$ cat src/hdl/scf_pkg.sv
// Shared constants and types for the strip cluster finder.
// Holds register codes, fixed field widths and the configuration struct.
// No dependencies.
package scf_pkg;

    // Default geometry of the strip and ADC words.
    localparam int SCF_ID_BITS   = 12;
    localparam int SCF_ADC_BITS  = 12;
    localparam int SCF_FRAC_BITS = 8;

    // Fixed widths of the running sums.
    localparam int SUM_W  = 24;
    localparam int WSUM_W = 40;
    localparam logic [SUM_W-1:0]  SUM_MAX  = {SUM_W{1'b1}};
    localparam logic [WSUM_W-1:0] WSUM_MAX = {WSUM_W{1'b1}};

    // Configuration register widths.
    localparam int GAP_W  = 12;
    localparam int MINW_W = 13;
    localparam int SEED_W = 12;
    localparam int MINS_W = 24;

    // Configuration port widths.
    localparam int CFG_IDX_W  = 8;
    localparam int CFG_DATA_W = 24;

    // Depth of the queue between the cluster builder and the divider.
    localparam int Q_DEPTH = 4;

    // Register indexes on the configuration port.
    typedef enum logic [CFG_IDX_W-1:0] {
        CFG_VALLEY_GAP      = 8'd0,
        CFG_MIN_WIDTH       = 8'd1,
        CFG_SEED_THRESHOLD  = 8'd2,
        CFG_MIN_CLUSTER_SUM = 8'd3
    } t_cfg_idx;

    // Current configuration as seen by the cluster builder.
    typedef struct packed {
        logic [GAP_W-1:0]  valley_gap;
        logic [MINW_W-1:0] min_width;
        logic [SEED_W-1:0] seed_threshold;
        logic [MINS_W-1:0] min_cluster_sum;
    } t_cfg;

endpackage

$ cat src/hdl/scf_fifo.sv
// Small first-in first-out queue of cluster records.
// Generic width and depth; no package dependencies.
module scf_fifo #(
    parameter int WIDTH = 8,
    parameter int DEPTH = 4
) (
    input  logic             i_clk,
    input  logic             i_rst_n,
    input  logic             i_push,
    input  logic [WIDTH-1:0] i_data,
    output logic             o_full,
    input  logic             i_pop,
    output logic [WIDTH-1:0] o_data,
    output logic             o_empty
);
    localparam int PTR_W = (DEPTH > 1) ? $clog2(DEPTH) : 1;
    localparam int CNT_W = $clog2(DEPTH + 1);

    logic [WIDTH-1:0] r_mem [DEPTH];
    logic [PTR_W-1:0] r_wr_ptr, n_wr_ptr;
    logic [PTR_W-1:0] r_rd_ptr, n_rd_ptr;
    logic [CNT_W-1:0] r_count, n_count;
    logic             push_ok;
    logic             pop_ok;

    assign o_full  = (r_count == CNT_W'(DEPTH));
    assign o_empty = (r_count == '0);
    assign o_data  = r_mem[r_rd_ptr];
    assign push_ok = i_push && !o_full;
    assign pop_ok  = i_pop && !o_empty;

    // Pointer and fill count updates.
    always_comb begin
        n_wr_ptr = r_wr_ptr;
        n_rd_ptr = r_rd_ptr;
        n_count  = r_count;
        if (push_ok) begin
            n_wr_ptr = (r_wr_ptr == PTR_W'(DEPTH - 1)) ? '0 : r_wr_ptr + 1'b1;
        end
        if (pop_ok) begin
            n_rd_ptr = (r_rd_ptr == PTR_W'(DEPTH - 1)) ? '0 : r_rd_ptr + 1'b1;
        end
        if (push_ok && !pop_ok) begin
            n_count = r_count + 1'b1;
        end else if (pop_ok && !push_ok) begin
            n_count = r_count - 1'b1;
        end
    end

    always_ff @(posedge i_clk) begin
        if (!i_rst_n) begin
            r_wr_ptr <= '0;
            r_rd_ptr <= '0;
            r_count  <= '0;
        end else begin
            r_wr_ptr <= n_wr_ptr;
            r_rd_ptr <= n_rd_ptr;
            r_count  <= n_count;
        end
    end

    // Storage takes no reset.
    always_ff @(posedge i_clk) begin
        if (push_ok) begin
            r_mem[r_wr_ptr] <= i_data;
        end
    end

endmodule

$ cat src/hdl/scf_front.sv
// Cluster builder: accepts strip words, tracks the open cluster, applies the
// emission cuts and pushes cluster records toward the queue. Uses scf_pkg.
module scf_front #(
    parameter int STRIP_ID_BITS = scf_pkg::SCF_ID_BITS,
    parameter int ADC_BITS      = scf_pkg::SCF_ADC_BITS
) (
    input  logic                      i_clk,
    input  logic                      i_rst_n,
    input  scf_pkg::t_cfg             i_cfg,
    input  logic                      i_valid,
    output logic                      o_ready,
    input  logic [STRIP_ID_BITS-1:0]  i_strip_id,
    input  logic [ADC_BITS-1:0]       i_amplitude,
    input  logic                      i_list_end,
    output logic                      o_push,
    input  logic                      i_full,
    output logic [scf_pkg::WSUM_W-1:0] o_wsum,
    output logic [scf_pkg::SUM_W-1:0]  o_sum,
    output logic [ADC_BITS-1:0]       o_peak,
    output logic [STRIP_ID_BITS:0]    o_span,
    output logic                      o_final
);
    import scf_pkg::*;

    localparam int SP_W   = (STRIP_ID_BITS + 1 > MINW_W) ? STRIP_ID_BITS + 1 : MINW_W;
    localparam int PK_W   = (ADC_BITS > SEED_W) ? ADC_BITS : SEED_W;
    localparam int G_W    = (STRIP_ID_BITS > GAP_W) ? STRIP_ID_BITS : GAP_W;
    localparam int PROD_W = ADC_BITS + STRIP_ID_BITS + 1;

    // Open cluster state.
    logic                     r_open, n_open;
    logic [STRIP_ID_BITS-1:0] r_first, n_first;
    logic [STRIP_ID_BITS-1:0] r_last;
    logic [SUM_W-1:0]         r_sum, n_sum;
    logic [WSUM_W-1:0]        r_wsum, n_wsum;
    logic [ADC_BITS-1:0]      r_peak, n_peak;

    // Second record of a word that closes two clusters.
    logic                     r_hold_v;
    logic [WSUM_W-1:0]        r_hold_wsum;
    logic [SUM_W-1:0]         r_hold_sum;
    logic [ADC_BITS-1:0]      r_hold_peak;
    logic [STRIP_ID_BITS:0]   r_hold_span;

    logic                     accept;
    logic [STRIP_ID_BITS-1:0] id_diff;
    logic                     brk;
    logic                     start;
    logic [STRIP_ID_BITS:0]   old_span;
    logic [STRIP_ID_BITS:0]   new_span;
    logic                     old_pass;
    logic                     new_pass;
    logic                     brk_emit;
    logic                     flush_emit;
    logic [SUM_W-1:0]         base_sum;
    logic [WSUM_W-1:0]        base_wsum;
    logic [ADC_BITS-1:0]      base_peak;
    logic [PROD_W-1:0]        prod;
    logic [SUM_W:0]           sum_ext;
    logic [WSUM_W:0]          wsum_ext;

    assign o_ready = !r_hold_v && !i_full;
    assign accept  = i_valid && o_ready;

    // Break test: descending id or a gap of at least the valley distance.
    assign id_diff = i_strip_id - r_last;
    assign brk     = r_open && ((i_strip_id < r_last) ||
                     (G_W'(id_diff) >= G_W'(i_cfg.valley_gap)));
    assign start   = !r_open || brk;

    // Cuts on the cluster that the break closes.
    assign old_span = {1'b0, r_last} - {1'b0, r_first} + 1'b1;
    assign old_pass = (SP_W'(old_span) >= SP_W'(i_cfg.min_width)) &&
                      (PK_W'(r_peak) > PK_W'(i_cfg.seed_threshold)) &&
                      (r_sum > i_cfg.min_cluster_sum);
    assign brk_emit = brk && old_pass;

    // Add the strip to the open or freshly opened cluster.
    assign base_sum  = start ? '0 : r_sum;
    assign base_wsum = start ? '0 : r_wsum;
    assign base_peak = start ? '0 : r_peak;
    assign n_first   = start ? i_strip_id : r_first;
    assign prod      = PROD_W'(i_amplitude) * PROD_W'({i_strip_id, 1'b1});
    assign sum_ext   = {1'b0, base_sum} + (SUM_W + 1)'(i_amplitude);
    assign wsum_ext  = {1'b0, base_wsum} + (WSUM_W + 1)'(prod);
    assign n_sum     = sum_ext[SUM_W] ? SUM_MAX : sum_ext[SUM_W-1:0];
    assign n_wsum    = wsum_ext[WSUM_W] ? WSUM_MAX : wsum_ext[WSUM_W-1:0];
    assign n_peak    = (i_amplitude > base_peak) ? i_amplitude : base_peak;
    assign n_open    = !i_list_end;

    // Cuts on the cluster that the end of the list flushes.
    assign new_span   = {1'b0, i_strip_id} - {1'b0, n_first} + 1'b1;
    assign new_pass   = (SP_W'(new_span) >= SP_W'(i_cfg.min_width)) &&
                        (PK_W'(n_peak) > PK_W'(i_cfg.seed_threshold)) &&
                        (n_sum > i_cfg.min_cluster_sum);
    assign flush_emit = i_list_end && new_pass;

    // Record toward the queue: held record first, then this word's record.
    always_comb begin
        o_push  = 1'b0;
        o_wsum  = n_wsum;
        o_sum   = n_sum;
        o_peak  = n_peak;
        o_span  = new_span;
        o_final = 1'b1;
        if (r_hold_v) begin
            o_push  = 1'b1;
            o_wsum  = r_hold_wsum;
            o_sum   = r_hold_sum;
            o_peak  = r_hold_peak;
            o_span  = r_hold_span;
        end else if (accept && brk_emit) begin
            o_push  = 1'b1;
            o_wsum  = r_wsum;
            o_sum   = r_sum;
            o_peak  = r_peak;
            o_span  = old_span;
            o_final = !flush_emit;
        end else if (accept && flush_emit) begin
            o_push  = 1'b1;
        end
    end

    always_ff @(posedge i_clk) begin
        if (!i_rst_n) begin
            r_open   <= 1'b0;
            r_first  <= '0;
            r_last   <= '0;
            r_sum    <= '0;
            r_wsum   <= '0;
            r_peak   <= '0;
            r_hold_v <= 1'b0;
        end else begin
            if (accept) begin
                r_open  <= n_open;
                r_first <= n_first;
                r_last  <= i_strip_id;
                r_sum   <= n_sum;
                r_wsum  <= n_wsum;
                r_peak  <= n_peak;
            end
            if (r_hold_v) begin
                r_hold_v <= i_full;
            end else if (accept && brk_emit && flush_emit) begin
                r_hold_v <= 1'b1;
            end
        end
    end

    // Flushed cluster parked while the break record goes first.
    always_ff @(posedge i_clk) begin
        if (accept && !r_hold_v) begin
            r_hold_wsum <= n_wsum;
            r_hold_sum  <= n_sum;
            r_hold_peak <= n_peak;
            r_hold_span <= new_span;
        end
    end

endmodule

$ cat src/hdl/scf_back.sv
// Centroid unit: pops cluster records, divides the weighted sum by twice the
// amplitude sum one quotient bit per cycle and holds the result word. Uses scf_pkg.
module scf_back #(
    parameter int STRIP_ID_BITS = scf_pkg::SCF_ID_BITS,
    parameter int ADC_BITS      = scf_pkg::SCF_ADC_BITS,
    parameter int FRAC_BITS     = scf_pkg::SCF_FRAC_BITS
) (
    input  logic                               i_clk,
    input  logic                               i_rst_n,
    input  logic                               i_empty,
    output logic                               o_pop,
    input  logic [scf_pkg::WSUM_W-1:0]         i_wsum,
    input  logic [scf_pkg::SUM_W-1:0]          i_sum,
    input  logic [ADC_BITS-1:0]                i_peak,
    input  logic [STRIP_ID_BITS:0]             i_span,
    input  logic                               i_final,
    output logic                               o_valid,
    input  logic                               i_ready,
    output logic [STRIP_ID_BITS+FRAC_BITS-1:0] o_centroid,
    output logic [scf_pkg::SUM_W-1:0]          o_total_amplitude,
    output logic [ADC_BITS-1:0]                o_peak_amplitude,
    output logic [STRIP_ID_BITS:0]             o_span,
    output logic                               o_final_of_item
);
    import scf_pkg::*;

    localparam int NUM_W  = WSUM_W + FRAC_BITS + 1;
    localparam int DEN_W  = SUM_W + 1;
    localparam int REM_W  = DEN_W + 1;
    localparam int CENT_W = STRIP_ID_BITS + FRAC_BITS;
    localparam int CNT_W  = $clog2(NUM_W + 1);

    typedef enum logic [2:0] {
        S_IDLE = 3'b001,
        S_DIV  = 3'b010,
        S_DONE = 3'b100
    } t_state;

    t_state                 r_state, n_state;
    logic [CNT_W-1:0]       r_cnt;
    logic [NUM_W-1:0]       r_quo;
    logic [DEN_W-1:0]       r_rem;
    logic [DEN_W-1:0]       r_den;
    logic [SUM_W-1:0]       r_sum;
    logic [ADC_BITS-1:0]    r_peak;
    logic [STRIP_ID_BITS:0] r_span;
    logic                   r_final;
    logic                   r_ovalid;
    logic [CENT_W-1:0]      r_out_cent;
    logic [SUM_W-1:0]       r_out_sum;
    logic [ADC_BITS-1:0]    r_out_peak;
    logic [STRIP_ID_BITS:0] r_out_span;
    logic                   r_out_final;

    logic                   out_free;
    logic                   load_out;
    logic [REM_W-1:0]       trial;
    logic                   ge;
    logic [REM_W-1:0]       diff;
    logic [CENT_W-1:0]      cent;

    assign out_free = !r_ovalid || i_ready;
    assign o_pop    = (r_state == S_IDLE) && !i_empty;
    assign load_out = (r_state == S_DONE) && out_free;

    // One restoring step: bring down the next numerator bit and try the subtract.
    assign trial = {r_rem, r_quo[NUM_W-1]};
    assign ge    = trial >= REM_W'(r_den);
    assign diff  = trial - REM_W'(r_den);

    // Clamp the quotient to the centroid range.
    assign cent = (|r_quo[NUM_W-1:CENT_W]) ? {CENT_W{1'b1}} : r_quo[CENT_W-1:0];

    always_comb begin
        n_state = r_state;
        unique case (r_state)
            S_IDLE: if (!i_empty) n_state = S_DIV;
            S_DIV:  if (r_cnt == CNT_W'(1)) n_state = S_DONE;
            S_DONE: if (out_free) n_state = S_IDLE;
            default: n_state = S_IDLE;
        endcase
    end

    always_ff @(posedge i_clk) begin
        if (!i_rst_n) begin
            r_state  <= S_IDLE;
            r_cnt    <= '0;
            r_ovalid <= 1'b0;
        end else begin
            r_state <= n_state;
            if (o_pop) begin
                r_cnt <= CNT_W'(NUM_W);
            end else if (r_state == S_DIV) begin
                r_cnt <= r_cnt - 1'b1;
            end
            if (load_out) begin
                r_ovalid <= 1'b1;
            end else if (i_ready) begin
                r_ovalid <= 1'b0;
            end
        end
    end

    // Divider datapath; the quotient shifts in where the numerator shifts out.
    // The numerator is W*2^F + S, which rounds the quotient half up.
    always_ff @(posedge i_clk) begin
        if (o_pop) begin
            r_quo   <= {1'b0, i_wsum, {FRAC_BITS{1'b0}}} + NUM_W'(i_sum);
            r_rem   <= '0;
            r_den   <= {i_sum, 1'b0};
            r_sum   <= i_sum;
            r_peak  <= i_peak;
            r_span  <= i_span;
            r_final <= i_final;
        end else if (r_state == S_DIV) begin
            r_quo <= {r_quo[NUM_W-2:0], ge};
            r_rem <= ge ? diff[DEN_W-1:0] : trial[DEN_W-1:0];
        end
    end

    // Output word register.
    always_ff @(posedge i_clk) begin
        if (load_out) begin
            r_out_cent  <= cent;
            r_out_sum   <= r_sum;
            r_out_peak  <= r_peak;
            r_out_span  <= r_span;
            r_out_final <= r_final;
        end
    end

    assign o_valid           = r_ovalid;
    assign o_centroid        = r_out_cent;
    assign o_total_amplitude = r_out_sum;
    assign o_peak_amplitude  = r_out_peak;
    assign o_span            = r_out_span;
    assign o_final_of_item   = r_out_final;

endmodule

$ cat src/hdl/strip_cluster_finder_1d.sv
// One-dimensional strip cluster finder: top level with configuration registers.
// Instantiates scf_front, scf_fifo and scf_back; uses scf_pkg.
//
// Strip words (id, amplitude, list end) are taken one per clock by the cluster
// builder as long as its record queue has room; a word that closes one cluster
// and flushes another holds the input until its second record is in the queue.
// Each emitted cluster then goes through the shared bit-serial divider, which
// takes one record at a time and pops the next only once the result word is
// loaded into the output register. The divider limits the sustained output rate;
// the four-entry queue absorbs bursts of clusters in between.
// Configuration writes are always accepted and take effect at once.
module strip_cluster_finder_1d #(
    parameter int STRIP_ID_BITS = scf_pkg::SCF_ID_BITS,
    parameter int ADC_BITS      = scf_pkg::SCF_ADC_BITS,
    parameter int FRAC_BITS     = scf_pkg::SCF_FRAC_BITS
) (
    input  logic                               i_clk,
    input  logic                               i_rst_n,
    input  logic                               i_cfg_valid,
    output logic                               o_cfg_ready,
    input  logic [scf_pkg::CFG_IDX_W-1:0]      i_cfg_index,
    input  logic [scf_pkg::CFG_DATA_W-1:0]     i_cfg_data,
    input  logic                               i_valid,
    output logic                               o_ready,
    input  logic [STRIP_ID_BITS-1:0]           i_strip_id,
    input  logic [ADC_BITS-1:0]                i_amplitude,
    input  logic                               i_list_end,
    output logic                               o_valid,
    input  logic                               i_ready,
    output logic [STRIP_ID_BITS+FRAC_BITS-1:0] o_centroid,
    output logic [scf_pkg::SUM_W-1:0]          o_total_amplitude,
    output logic [ADC_BITS-1:0]                o_peak_amplitude,
    output logic [STRIP_ID_BITS:0]             o_span,
    output logic                               o_final_of_item
);
    import scf_pkg::*;

    localparam int REC_W = WSUM_W + SUM_W + ADC_BITS + (STRIP_ID_BITS + 1) + 1;

    t_cfg                   r_cfg;

    logic                   f_push;
    logic                   q_full;
    logic                   q_empty;
    logic                   b_pop;
    logic [WSUM_W-1:0]      f_wsum;
    logic [SUM_W-1:0]       f_sum;
    logic [ADC_BITS-1:0]    f_peak;
    logic [STRIP_ID_BITS:0] f_span;
    logic                   f_final;
    logic [REC_W-1:0]       q_in;
    logic [REC_W-1:0]       q_out;
    logic [WSUM_W-1:0]      q_wsum;
    logic [SUM_W-1:0]       q_sum;
    logic [ADC_BITS-1:0]    q_peak;
    logic [STRIP_ID_BITS:0] q_span;
    logic                   q_final;

    assign o_cfg_ready = 1'b1;

    // Configuration registers; writes to unknown indexes are dropped.
    always_ff @(posedge i_clk) begin
        if (!i_rst_n) begin
            r_cfg.valley_gap      <= GAP_W'(3);
            r_cfg.min_width       <= MINW_W'(3);
            r_cfg.seed_threshold  <= '0;
            r_cfg.min_cluster_sum <= '0;
        end else if (i_cfg_valid) begin
            unique case (i_cfg_index)
                CFG_VALLEY_GAP:      r_cfg.valley_gap      <= i_cfg_data[GAP_W-1:0];
                CFG_MIN_WIDTH:       r_cfg.min_width       <= i_cfg_data[MINW_W-1:0];
                CFG_SEED_THRESHOLD:  r_cfg.seed_threshold  <= i_cfg_data[SEED_W-1:0];
                CFG_MIN_CLUSTER_SUM: r_cfg.min_cluster_sum <= i_cfg_data[MINS_W-1:0];
                default: ;
            endcase
        end
    end

    scf_front #(
        .STRIP_ID_BITS (STRIP_ID_BITS),
        .ADC_BITS      (ADC_BITS)
    ) u_front (
        .i_clk       (i_clk),
        .i_rst_n     (i_rst_n),
        .i_cfg       (r_cfg),
        .i_valid     (i_valid),
        .o_ready     (o_ready),
        .i_strip_id  (i_strip_id),
        .i_amplitude (i_amplitude),
        .i_list_end  (i_list_end),
        .o_push      (f_push),
        .i_full      (q_full),
        .o_wsum      (f_wsum),
        .o_sum       (f_sum),
        .o_peak      (f_peak),
        .o_span      (f_span),
        .o_final     (f_final)
    );

    // Cluster records travel packed through the queue.
    assign q_in = {f_wsum, f_sum, f_peak, f_span, f_final};
    assign {q_wsum, q_sum, q_peak, q_span, q_final} = q_out;

    scf_fifo #(
        .WIDTH (REC_W),
        .DEPTH (Q_DEPTH)
    ) u_queue (
        .i_clk   (i_clk),
        .i_rst_n (i_rst_n),
        .i_push  (f_push),
        .i_data  (q_in),
        .o_full  (q_full),
        .i_pop   (b_pop),
        .o_data  (q_out),
        .o_empty (q_empty)
    );

    scf_back #(
        .STRIP_ID_BITS (STRIP_ID_BITS),
        .ADC_BITS      (ADC_BITS),
        .FRAC_BITS     (FRAC_BITS)
    ) u_back (
        .i_clk             (i_clk),
        .i_rst_n           (i_rst_n),
        .i_empty           (q_empty),
        .o_pop             (b_pop),
        .i_wsum            (q_wsum),
        .i_sum             (q_sum),
        .i_peak            (q_peak),
        .i_span            (q_span),
        .i_final           (q_final),
        .o_valid           (o_valid),
        .i_ready           (i_ready),
        .o_centroid        (o_centroid),
        .o_total_amplitude (o_total_amplitude),
        .o_peak_amplitude  (o_peak_amplitude),
        .o_span            (o_span),
        .o_final_of_item   (o_final_of_item)
    );

endmodule
$ cat config.mk
export PLATFORM = sky130hd
export DESIGN_NAME = strip_cluster_finder_1d
export DESIGN_NICKNAME = d
export VERILOG_FILES = /design/src/hdl/scf_pkg.sv /design/src/hdl/scf_fifo.sv /design/src/hdl/scf_front.sv /design/src/hdl/scf_back.sv /design/src/hdl/strip_cluster_finder_1d.sv
export SDC_FILE = /design/constraint.sdc
export NUM_CORES = 2
export LEC_CHECK = 0
export ABC_AREA = 1
export BUFFER_PORTS_ARGS = -buffer_cell sky130_fd_sc_hd__buf_2
export CAP_MARGIN = 10
export CORE_ASPECT_RATIO = 1.4
export CORE_MARGIN = 8
export CORE_UTILIZATION = 55
export DETAILED_ROUTE_END_ITERATION = 6
export PLACE_DENSITY = 0.78
export SETUP_SLACK_MARGIN = 0.15
export SYNTH_ARGS = -nofsm -noshare
export SYNTH_HDL_FRONTEND = slang
export SYNTH_SLANG_ARGS = --single-unit
$ cat constraint.sdc
create_clock -name i_clk -period 14.61 [get_ports i_clk]
set_clock_uncertainty 0.05 [all_clocks]
set_input_delay 0.7305 -clock i_clk [delete_from_list [all_inputs] [get_ports i_clk]]
set_output_delay 0.7305 -clock i_clk [all_outputs]
set_load 0.1 [all_outputs]
==> flow_metrics.tcl <==
set metrics [dict create \
    outcome "finished, final reports clean" \
    dp_hpwl_um 83400 \
    postSynthAreaPerCell_um2 9.36 \
    synth_nets 5487 \
    tritoncts_buffers 78 \
    cts.root.buffer_cell "sky130_fd_sc_hd__clkbuf_16" \
    grt_pass1_wl_um 185000 \
    antenna_found_initial 2 \
    cts_htree_levels 3 \
    hold_buffers 0 \
    synthesis.instances 4975 \
    design.core.area_um2 84000 \
    crit_arrival_ps 10540 \
    layout-drive-gt1-share 0.0746 \
    p_leak_nw 21.8 \
    cp_common_cell "sky130_fd_sc_hd__nand2_1" \
    ys_seq_elements 825 \
    fraction_of_the_yosys_area_taken_by_sequential_cells 0.488 \
    cts_setup_buffers 0 \
    cap_viol_max_count 0 \
    clk_pin_slew_worst_paths_ps 70 \
    drt_first_iter_violations 2849 \
    place_congestion 0.973 \
    synth_area_um2 46600 \
    initial_utilization 0.554 \
    grt_start_max_net_pins 147 \
    hold_path.class "primary input to flop" \
    wl_um 117000 \
    synth.lib_cells_used.distinct 60 \
    relSlewSlack 0.234 \
    maximum_clock_frequency_ghz 0.0966 \
    timing.critical_path.slowest_stage_cell "sky130_fd_sc_hd__nor2_4" \
    die_y_um 360 \
    drt_pass1_iterations 6 \
    vias_per_cell 5.72 \
    die_area_um2 94300 \
    synth_flop_cell "sky130_fd_sc_hd__edfxtp_1" \
    synth_largest_type_area_fraction 0.399 \
    dr_total_vias 35300 \
    post-route-period-util 0.709 \
    tritoncts "built" \
    crit_path_max_incr_delay_ps 820 \
    synth_top_cells_by_count "891 x sky130_fd_sc_hd__nand2_1, 723 x sky130_fd_sc_hd__inv_1, 618 x sky130_fd_sc_hd__edfxtp_1, 435 x sky130_fd_sc_hd__o21ai_0, 394 x sky130_fd_sc_hd__nor2_1" \
    grt.total_usage 0.246 \
    slew_violations 0 \
    drc 0 \
    wl_per_cell_um 19.0 \
    cts_max_path_buffers 3 \
    path_class "primary input to flop" \
    finalHoldViolCount 0 \
    fin_setup_tns_ps 0 \
    setup-violations-final 0 \
    clock-sinks 825 \
    rsz0062_at_grt "false" \
    area.growth.synth_to_final_pct 8.77 \
    timing_worst_slew_pin_value_ps 1150 \
    cts_repair_resize_count 0 \
    power_mw 10.5 \
    cellPowerDensity_nw_per_um2 208 \
    count_of_port_buffers_added_during_placement 133 \
    cp-end-kind "flop" \
    insertion_delay_ps 650 \
    antenna_left 0 \
    asyncSetResetFlopFracSynth 0 \
    hold-worst-slack_ps 311 \
    synth_enable_flop_cells 618 \
    synth_top_cell_by_area "sky130_fd_sc_hd__edfxtp_1" \
    fin_nets 5526 \
    synthesis.yosys.warnings 0 \
    number_of_rows_created_at_floorplan 126 \
    first_global_vias 34900 \
    synth.area.top_cells "sky130_fd_sc_hd__edfxtp_1 40%, sky130_fd_sc_hd__dfxtp_1 8.9%, sky130_fd_sc_hd__ha_1 8.3%" \
    critPathMaxFanout 66 \
    grt_remaining_overflow 0 \
    worst_ep_required_ps 14800 \
    period_needed_ps 10350 \
    die_width_um 262 \
    number_of_top_level_pins 135 \
    timing.critical_path.from_type "primary input" \
    synth.most_common_cell "sky130_fd_sc_hd__nand2_1" \
    power.ir.vdd_worst_mv 0.155 \
]
[worst paths after layout]
check	start	end	slack (ps)	depth (start not counted)
worst min register to register	u_back.r_peak[1]	u_back.o_peak_amplitude[1]	370	0
worst max register to register	u_front.r_last[2]	u_queue.r_mem[3][86]	4270	46
worst max-delay path	i_strip_id[2]	u_queue.r_mem[3][86]	4260	46
worst min-delay path	i_cfg_data[0]	r_cfg[36]	310	3
[per-layer routing]
metal	wire, µm	GRT usage	vias up
li1	-	-	16800
met1	45700	0.295	16900
met2	58700	0.430	1265
met3	7120	0.0326	313
met4	5770	0.120	0
met5	0	0	-
[critical path, delay by kind of cell]
kind | cells | cell delay (ps)
and+or+nand+nor | 26 | 3570
adders and majority gates | 5 | 1600
buffers and inverters | 5 | 2490
AOI/OAI and AO/OA | 8 | 1600
xor gates and xnor gates | 2 | 290
[final cells by class]
cell class / instances / area [µm²]
Antenna cell: 3 / 7.51
Clock buffer: 98 / 2100
Clock inverter: 48 / 490
Fill cell: 6873 / 33400
Inverter: 736 / 2770
Multi-Input combinational cell: 3211 / 20300
Sequential cell: 825 / 22700
Tap cell: 1088 / 1360
Timing Repair Buffer: 162 / 898
[metrics by stage]
stage	std cells	instance area (µm²)	setup WS, ps	util
floorplan	4975	46600	3630	-
global placement	6022	48000	3940	0.572
detailed placement	6022	48000	3780	0.572
CTS	6168	50600	4380	0.603
global route	6170	50600	3440	0.603
finish	6171	50600	4260	0.603
[logic make-up after synthesis]
family | Yosys count | share of synthesized area
buffers and inverters | 939 | 0.0777
AND/OR/NAND/NOR | 1576 | 0.142
flip-flops | 825 | 0.488
adder cells (fa/ha/maj) | 450 | 0.144
other | 1 | 0.0000806
AO/OA/AOI/OAI | 1071 | 0.127
XOR/XNOR | 113 | 0.0213
[power by group]
part / leakage (nW) / internal [mW] / switching [mW]
logic: 13.2 / 1.46 / 3.33
clock network: 1.25 / 1.16 / 0.895
registers: 7.42 / 3.45 / 0.218
[cells in the final DEF (no fill, tap or decap), types with 22 or more instances in the layout]
cell                        netlist  layout
sky130_fd_sc_hd__nand2_1        891     891
sky130_fd_sc_hd__o21ai_0        435     435
sky130_fd_sc_hd__a22oi_1         45      45
sky130_fd_sc_hd__nand3_2         22      22
sky130_fd_sc_hd__a21oi_1        355     355
sky130_fd_sc_hd__xor2_1          73      73
sky130_fd_sc_hd__dfxtp_1        207     204
sky130_fd_sc_hd__xnor2_1         40      40
sky130_fd_sc_hd__inv_1          723     720
sky130_fd_sc_hd__nor2_1         394     387
sky130_fd_sc_hd__o21ai_1         32      32
sky130_fd_sc_hd__clkbuf_16        0      80
sky130_fd_sc_hd__buf_4            5      29
sky130_fd_sc_hd__ha_1           309     309
sky130_fd_sc_hd__nand3_1        117     117
sky130_fd_sc_hd__nor3_1          29      29
sky130_fd_sc_hd__o211ai_1        47      47
sky130_fd_sc_hd__o22ai_1         76      76
sky130_fd_sc_hd__edfxtp_1       618     618
sky130_fd_sc_hd__buf_2           28     132
sky130_fd_sc_hd__fa_1           141     141
sky130_fd_sc_hd__nand4_1         38      38
[state kept, by name, indices dropped and copies added, names as in the netlist, 13 cells and up, named ones only]
name                      flops
u_queue.r_mem               360
u_front.r_hold_sum           24
u_back.o_centroid            20
u_front.r_sum                24
u_back.r_quo                 49
u_back.r_rem                 25
u_front.r_hold_span          13
u_back.r_span                13
r_cfg                        61
u_front.r_wsum               40
u_front.r_hold_wsum          40
u_back.o_total_amplitude     24
u_back.o_span                13
u_back.r_sum                 24
Power figures use the tool's default switching activity.
